$ cat config.mk
export PLATFORM = sky130hd
export DESIGN_NAME = rgb_yuv_pos
export DESIGN_NICKNAME = d
export VERILOG_FILES = /design/src/rtl/assert_macros.svh /design/src/rtl/rgb_yuv_pkg.sv /design/src/rtl/rgb_yuv_pos.sv
export SDC_FILE = /design/constraint.sdc
export NUM_CORES = 1
export LEC_CHECK = 0
export CORE_MARGIN = 4
export CORE_UTILIZATION = 64
export DETAILED_ROUTE_END_ITERATION = 7
export DONT_BUFFER_PORTS = 1
export HOLD_SLACK_MARGIN = 0.06
export PLACE_DENSITY = 0.92
export SYNTH_ARGS = -nofsm -noshare
export SYNTH_HDL_FRONTEND = slang
export SYNTH_SLANG_ARGS = --single-unit
$ cat constraint.sdc
create_clock -name i_clk -period 4.2 [get_ports i_clk]
set_clock_uncertainty 0.1 [all_clocks]
set_input_delay 0 -clock i_clk [delete_from_list [all_inputs] [get_ports i_clk]]
set_output_delay 0 -clock i_clk [all_outputs]
set_load 0.05 [all_outputs]
$ cat src/rtl/assert_macros.svh
// assertion macros included by the converter top level
`ifndef ASSERT_MACROS_SVH
`define ASSERT_MACROS_SVH
`ifndef SYNTHESIS
`define ASSERT_CLK(label, clk, rst_n, prop, msg) \
    label: assert property (@(posedge clk) disable iff (!rst_n) prop) else $error(msg);
`define ASSERT_ALWAYS(label, clk, prop, msg) \
    label: assert property (@(posedge clk) prop) else $error(msg);
`else
`define ASSERT_CLK(label, clk, rst_n, prop, msg)
`define ASSERT_ALWAYS(label, clk, prop, msg)
`endif
`endif

$ cat src/rtl/rgb_yuv_pkg.sv
// types, constants and coefficient tables for the rgb to yuv 4:2:0 converter
`timescale 1ns / 1ps
package rgb_yuv_pkg;

    localparam int ROM_W        = 24;
    localparam int SUM_W        = 25;
    localparam int CFG_W        = 13;
    localparam int CFG_IDX_W    = 1;
    localparam int ROW_W        = 12;
    localparam int HEIGHT_W     = 13;
    localparam int HEIGHT_LIMIT = 4096;
    localparam int RESET_WIDTH  = 640;
    localparam int RESET_HEIGHT = 480;

    typedef logic [ROM_W-1:0] t_rom [256];

    // entry v holds floor(milli / 1000 * 256 * v)
    function automatic t_rom build_rom(input longint unsigned milli);
        t_rom            rom;
        longint unsigned prod;
        for (int v = 0; v < 256; v++) begin
            prod   = (milli * 64'd256 * longint'(v)) / 64'd1000;
            rom[v] = ROM_W'(prod);
        end
        return rom;
    endfunction

    localparam t_rom ROM_Y_R  = build_rom(64'd65481);
    localparam t_rom ROM_Y_G  = build_rom(64'd128553);
    localparam t_rom ROM_Y_B  = build_rom(64'd24966);
    localparam t_rom ROM_U_R  = build_rom(64'd37797);
    localparam t_rom ROM_U_G  = build_rom(64'd74203);
    localparam t_rom ROM_V_G  = build_rom(64'd93786);
    localparam t_rom ROM_V_B  = build_rom(64'd18214);
    localparam t_rom ROM_C112 = build_rom(64'd112000);

    localparam logic [SUM_W-1:0] Y_OFFSET = SUM_W'(1048576);
    localparam logic [SUM_W-1:0] C_OFFSET = SUM_W'(8388608);

    typedef enum logic [CFG_IDX_W-1:0] {
        REG_FRAME_WIDTH  = 1'b0,
        REG_FRAME_HEIGHT = 1'b1
    } t_cfg_reg;

    typedef struct packed {
        logic col_odd;
        logic row_odd;
        logic eof;
    } t_pos_flags;

endpackage

$ cat src/rtl/rgb_yuv_pos.sv
// frame geometry registers and raster position counters
`timescale 1ns / 1ps
module rgb_yuv_pos import rgb_yuv_pkg::*; #(
    parameter int MAX_WIDTH = 4096,
    localparam int LINE_DEPTH = MAX_WIDTH / 2,
    localparam int LINE_AW    = (LINE_DEPTH > 1) ? $clog2(LINE_DEPTH) : 1
) (
    input  logic                 i_clk,
    input  logic                 i_rst_n,
    input  logic                 i_cfg_wr,
    input  logic [CFG_IDX_W-1:0] i_cfg_index,
    input  logic [CFG_W-1:0]     i_cfg_data,
    input  logic                 i_step,
    output t_pos_flags           o_flags,
    output logic [LINE_AW-1:0]   o_idx
);

    localparam int COL_W = $clog2(MAX_WIDTH);
    localparam int EW    = $clog2(MAX_WIDTH + 1);
    localparam int CMP_W = CFG_W + 1;
    localparam int RESET_W_EFF = (RESET_WIDTH > MAX_WIDTH) ? MAX_WIDTH : RESET_WIDTH;

    logic [COL_W-1:0]    r_col, n_col;
    logic [ROW_W-1:0]    r_row, n_row;
    logic [EW-1:0]       r_w_eff;
    logic [HEIGHT_W-1:0] r_h_eff;

    logic [CMP_W-1:0]    cfg_even;
    logic [EW-1:0]       w_new;
    logic [HEIGHT_W-1:0] h_new;
    logic                last_col;
    logic                last_row;
    logic [COL_W-1:0]    half;
    logic [COL_W-1:0]    half_wrap;

    // even value, zero taken as two, clipped to the limit
    always_comb begin
        cfg_even = {1'b0, i_cfg_data[CFG_W-1:1], 1'b0};
        if (cfg_even == '0) begin
            w_new = EW'(2);
            h_new = HEIGHT_W'(2);
        end else begin
            w_new = (cfg_even > CMP_W'(MAX_WIDTH)) ? EW'(MAX_WIDTH) : EW'(cfg_even);
            h_new = (cfg_even > CMP_W'(HEIGHT_LIMIT)) ? HEIGHT_W'(HEIGHT_LIMIT)
                                                        : HEIGHT_W'(cfg_even);
        end
    end

    always_comb begin
        last_col  = (EW'(r_col) + EW'(1)) >= r_w_eff;
        last_row  = (HEIGHT_W'(r_row) + HEIGHT_W'(1)) >= r_h_eff;
        half      = r_col >> 1;
        half_wrap = (half >= COL_W'(LINE_DEPTH)) ? (half - COL_W'(LINE_DEPTH)) : half;
        if (last_col) begin
            n_col = '0;
            n_row = last_row ? '0 : r_row + ROW_W'(1);
        end else begin
            n_col = r_col + COL_W'(1);
            n_row = r_row;
        end
    end

    always_ff @(posedge i_clk) begin
        if (!i_rst_n) begin
            r_col   <= '0;
            r_row   <= '0;
            r_w_eff <= EW'(RESET_W_EFF);
            r_h_eff <= HEIGHT_W'(RESET_HEIGHT);
        end else begin
            if (i_step) begin
                r_col <= n_col;
                r_row <= n_row;
            end
            if (i_cfg_wr) begin
                unique case (t_cfg_reg'(i_cfg_index))
                    REG_FRAME_WIDTH:  r_w_eff <= w_new;
                    REG_FRAME_HEIGHT: r_h_eff <= h_new;
                    default: ;
                endcase
            end
        end
    end

    assign o_flags.col_odd = r_col[0];
    assign o_flags.row_odd = r_row[0];
    assign o_flags.eof     = last_col && last_row;
    assign o_idx           = LINE_AW'(half_wrap);

endmodule

# == Word level (Yosys, flattened, before mapping) ==
# Cells that the tools add are included.
# W data, S select, Z words.
# word_totals
elab_cells,24
in_bits,18
output_inout_bits,14
regBits,50
# classes
bitwise_logic,1
magnitude_cmp,4
muxes,5
add_sub_neg,5
n_reduce_logical,5
# ops
op,count
$add A12 B1 Y13 const B,2
$ge A13 B13 Y1,2
$mux W13,2
$add A12 B1 Y12 const B,2
$mux W12,2
$gt A13 B13 Y1 const B,1
$ge A11 B12 Y1 const B,1
$logic_not A12 Y1,1
$mux W11,1
$sub A11 B1 Y11 const B,1
$reduce_and A2 Y1,3
$logic_and A1 B1 Y1,1
$not A1 Y1,1

# == Longest topological paths before layout ==
# logic_depth
depth_word,3
depth_mapped,12
ltp_nobuf,10

# == Worst setup path before layout ==
# OpenSTA, ideal clock, no wires.
# synth_path
path_kind,flip-flop to output port
from,register r_col[2]
to,output port o_flags[0] (netlist name)
t_arrival_ps,3331
path_slack_ps,769
required_ps,4100
path_stages_with_launch,11
cell_sequence,dfxtp_1 clkbuf_1 nand3_1 nor3_1 nand2_1 xnor2_1 ha_1 nand2_1 nor4_1 o21ai_0 a22oi_1
# synth_lines
element,line,text
from (decl),rgb_yuv_pos.sv:23,"logic [COL_W-1:0] r_col, n_col;"
from (signal assigned),rgb_yuv_pos.sv:71,r_col <= n_col;
to (decl),rgb_yuv_pos.sv:14,"output t_pos_flags o_flags,"

# == Worst setup path after layout ==
# layout_path
from,register r_col[0]
to,register r_row[9]
# layout_via
elab_chain_len,3
# layout_rtl
element,line,text
$add A12 B1 Y13,rgb_yuv_pos.sv:50,last_col = (EW'(r_col) + EW'(1)) >= r_w_eff;
$ge A13 B13 Y1,rgb_yuv_pos.sv:50,
$reduce_and A2 Y1 (no source line),-,
to (signal assigned),rgb_yuv_pos.sv:72,r_row <= n_row;
to (decl),rgb_yuv_pos.sv:24,"logic [ROW_W-1:0] r_row, n_row;"
# No other way between the ends.
# A chain may end at the register's enable or synchronous reset.

==> reports/results.tsv <==
metric	value	unit
status	finished clean	
sw_frac_of_total	25.1	%
synth_seq_cells	48	
port_buffers	0	
period_share	86.5	%
dpl.hpwl	5100	µm
firstDrtPassIters	5	
cp_slowest_cell	dfxtp_2	
path_cells	nand3_1 > nor3_1 > nand2_1 > xnor2_1 > ha_1 > nand2_1 > nor4_1 > o211ai_1 > a211oi_2 > a32o_1	
slew_violations	0	
tns	0	ns
synth_area_per_cell	8.02	µm²
place_congestion	0.886	
combPwrFrac	11.2	%
p_int	720	µW
cts.sinks	48	
rrSetupSlack	0.57	ns
pwr-share-clk	39.0	%
netlist_area	2980	µm²
via_per_inst	6.40	
worst_pin_slew	0.871	ns
wl_per_cell	18.2	µm
crit_required	4.35	ns
synth_cells	372	
initial_utilization	67.1	%
syn-num-nets	418	
die_x	76.3	µm
cts_root_buf	clkbuf_8	
arrival	3.78	ns
worstSetupPathType	reg2reg	
grt_pass1_vias	3024	
drtIter0Drc	446	
hold_class	in2reg	
leakage	1.46	nW
rows	24	
peakVddDrop	0.289	mV
pwr-share-seq	49.8	%
fin_nets	448	
vias	2913	
synth_cell_types	47	
clk-insertion-delay-late	0.31	ns
maxCapViolations	0	
max_clock_freq	275	MHz
routed_wl	8290	µm
p_sw	242	µW
layout-drive-gt1-share	6.95	%
core	4440	µm²
cp-end-kind	flip-flop	
rsz0062_at_grt	false	
hold_violations	0	
die_h	76.3	µm
async_reset_ff_share	0	%
period_needed	3.63	ns
cp_max_fo	7	
power.density	278	nW/µm²
grt_pass1_wl	13800	µm
yosysSeqAreaShare	32.2	%
drc	0	
critPathMaxStageDelay	0.56	ns
synth_flop_cell	dfxtp_1	
clkTransAtPathRegs	0.09	ns
cts_htree_levels	2	
grt_use_total	29.0	%
setup_violations	0	
final_antenna_net_count	0	
grt.overflow.total	0	
synth-edff-count	0	
pin_count	32	
startpoint_type	flip-flop	
antenna_found_initial	0	
areaGrowthSynthToFinish	16.1	%
tritoncts	built	
cpMostUsedCell	nand2_1	
cts_buffers	5	
diodes	0	
holdWs	0.0689	ns
clk_path_buf_depth	2	
yosysWarningCount	0	
grt_max_degree	23	
die_area	5820	µm²
slew_headroom	41.7	%
-- area by class of cell --
cell class                      count  area, µm²
Clock buffer                        7       96.3
Clock inverter                      1       30.0
Fill cell                         261        981
Inverter                           27        101
Multi-Input combinational cell    282       1860
Sequential cell                    48        962
Tap cell                           52       65.1
Timing Repair Buffer               38        348
-- state kept, by name (all words and copies together) (netlist names) --
signal / cells
r_col: 12
r_h_eff: 12
r_row: 12
r_w_eff: 12
-- stage by stage --
| stage | cell area [µm²] | util (%) | power [mW] | setup slack (ns) | std cells |
|---|---|---|---|---|---|
| floorplan | 2980 | - | 0.552 | 0.769 | 372 |
| global placement | 3090 | 69.4 | 0.560 | 0.635 | 422 |
| detailed placement | 3090 | 69.4 | 0.565 | 0.442 | 422 |
| CTS | 3460 | 77.9 | 0.949 | 0.389 | 455 |
| global route | 3460 | 77.9 | 0.989 | 0.279 | 455 |
| finish | 3460 | 77.9 | 0.962 | 0.567 | 455 |
-- Yosys cell counts (2+ instances only) --
cell type	count	area [µm²]
nor2b_1	7	43.8
o221ai_1	3	26.3
dfxtp_1	48	961
nand2_1	60	225
nor2_1	22	82.6
mux2i_1	2	20.0
nand3_1	16	80.1
inv_1	27	101
a32o_1	5	50.1
o211ai_1	9	67.6
a22oi_1	2	15.0
xor2_1	18	158
o21ai_0	3	15.0
xnor2_1	13	114
and3_1	10	62.6
nand4_1	6	37.5
a21oi_1	26	130
clkbuf_1	13	48.8
and2_1	2	12.5
or4_1	2	15.0
nand2b_1	4	25.0
o21ai_1	3	15.0
nor4_1	3	18.8
nand3b_1	9	67.6
o2111ai_1	3	26.3
nor3_1	8	40.0
ha_1	28	350
-- worst paths after layout --
check                 to         from  cells after the start
max             r_row[9]     r_col[0]                     10
min             r_col[0]      i_rst_n                      2
max reg2reg     r_row[9]     r_col[0]                     10
min reg2reg  r_h_eff[11]  r_h_eff[11]                      2
-- cells in the final DEF (no fill, tap or decap), types with 2 or more instances in the layout --
cell type,instances
nor2_1,22
o221ai_1,3
a22oi_1,2
nor2b_1,7
nand2b_1,4
dlygate4sd3_1,25
inv_1,27
xnor2_1,13
or4_1,2
o21ai_1,3
o2111ai_1,3
nand3b_1,9
o21ai_0,3
xor2_1,18
nand2_1,60
dfxtp_1,47
nor3_1,8
buf_4,13
and3_1,10
mux2i_1,2
a32o_1,5
and2_1,2
nand4_1,6
o211ai_1,9
ha_1,28
clkbuf_8,7
nand3_1,16
a21oi_1,26
nor4_1,3
-- power groups by stage --
stage | Combinational [mW] | Clock (mW) | Sequential, mW
final | 0.108 | 0.375 | 0.479
after global routing | 0.118 | 0.389 | 0.481
after CTS | 0.103 | 0.368 | 0.478
after detailed placement | 0.0762 | 0 | 0.489
after global placement | 0.0718 | 0 | 0.488
after floorplan | 0.0615 | 0 | 0.491
-- what timing repair did --
action	4_1_cts	5_1_grt
hold endpoints to repair	48	0
setup buffers	0	0
hold buffers	25	0
setup endpoints to repair	0	5
resized for setup	0	1
-- critical path: cells and delay by family (launching register included) --
kind	cells	cell delay, ns
xor gates and xnor gates	1	0.18
adders and majority gates	1	0.33
DFF	1	0.56
and+or+nand+nor	5	1.41
AOI/OAI and AO/OA	3	1.00
-- cell families after synthesis --
logic type | Yosys count | share of synthesized area (%)
AO/OA/AOI/OAI | 69 | 16.3
XOR/XNOR | 31 | 9.10
adder cells (fa/ha/maj) | 28 | 11.7
buffers and inverters | 42 | 5.45
flip-flops | 48 | 32.2
multiplexers | 2 | 0.671
AND/OR/NAND/NOR | 152 | 24.5
-- per-layer routing --
| layer | track usage (%) | routed length (µm) | vias to the layer above |
|---|---|---|---|
| li1 | - | - | 1356 |
| met1 | 33.8 | 3320 | 1363 |
| met2 | 50.7 | 4080 | 165 |
| met3 | 6.03 | 638 | 29 |
| met4 | 13.4 | 261 | 0 |
| met5 | 0 | 0 | - |
(Power assumes the default switching activity.)
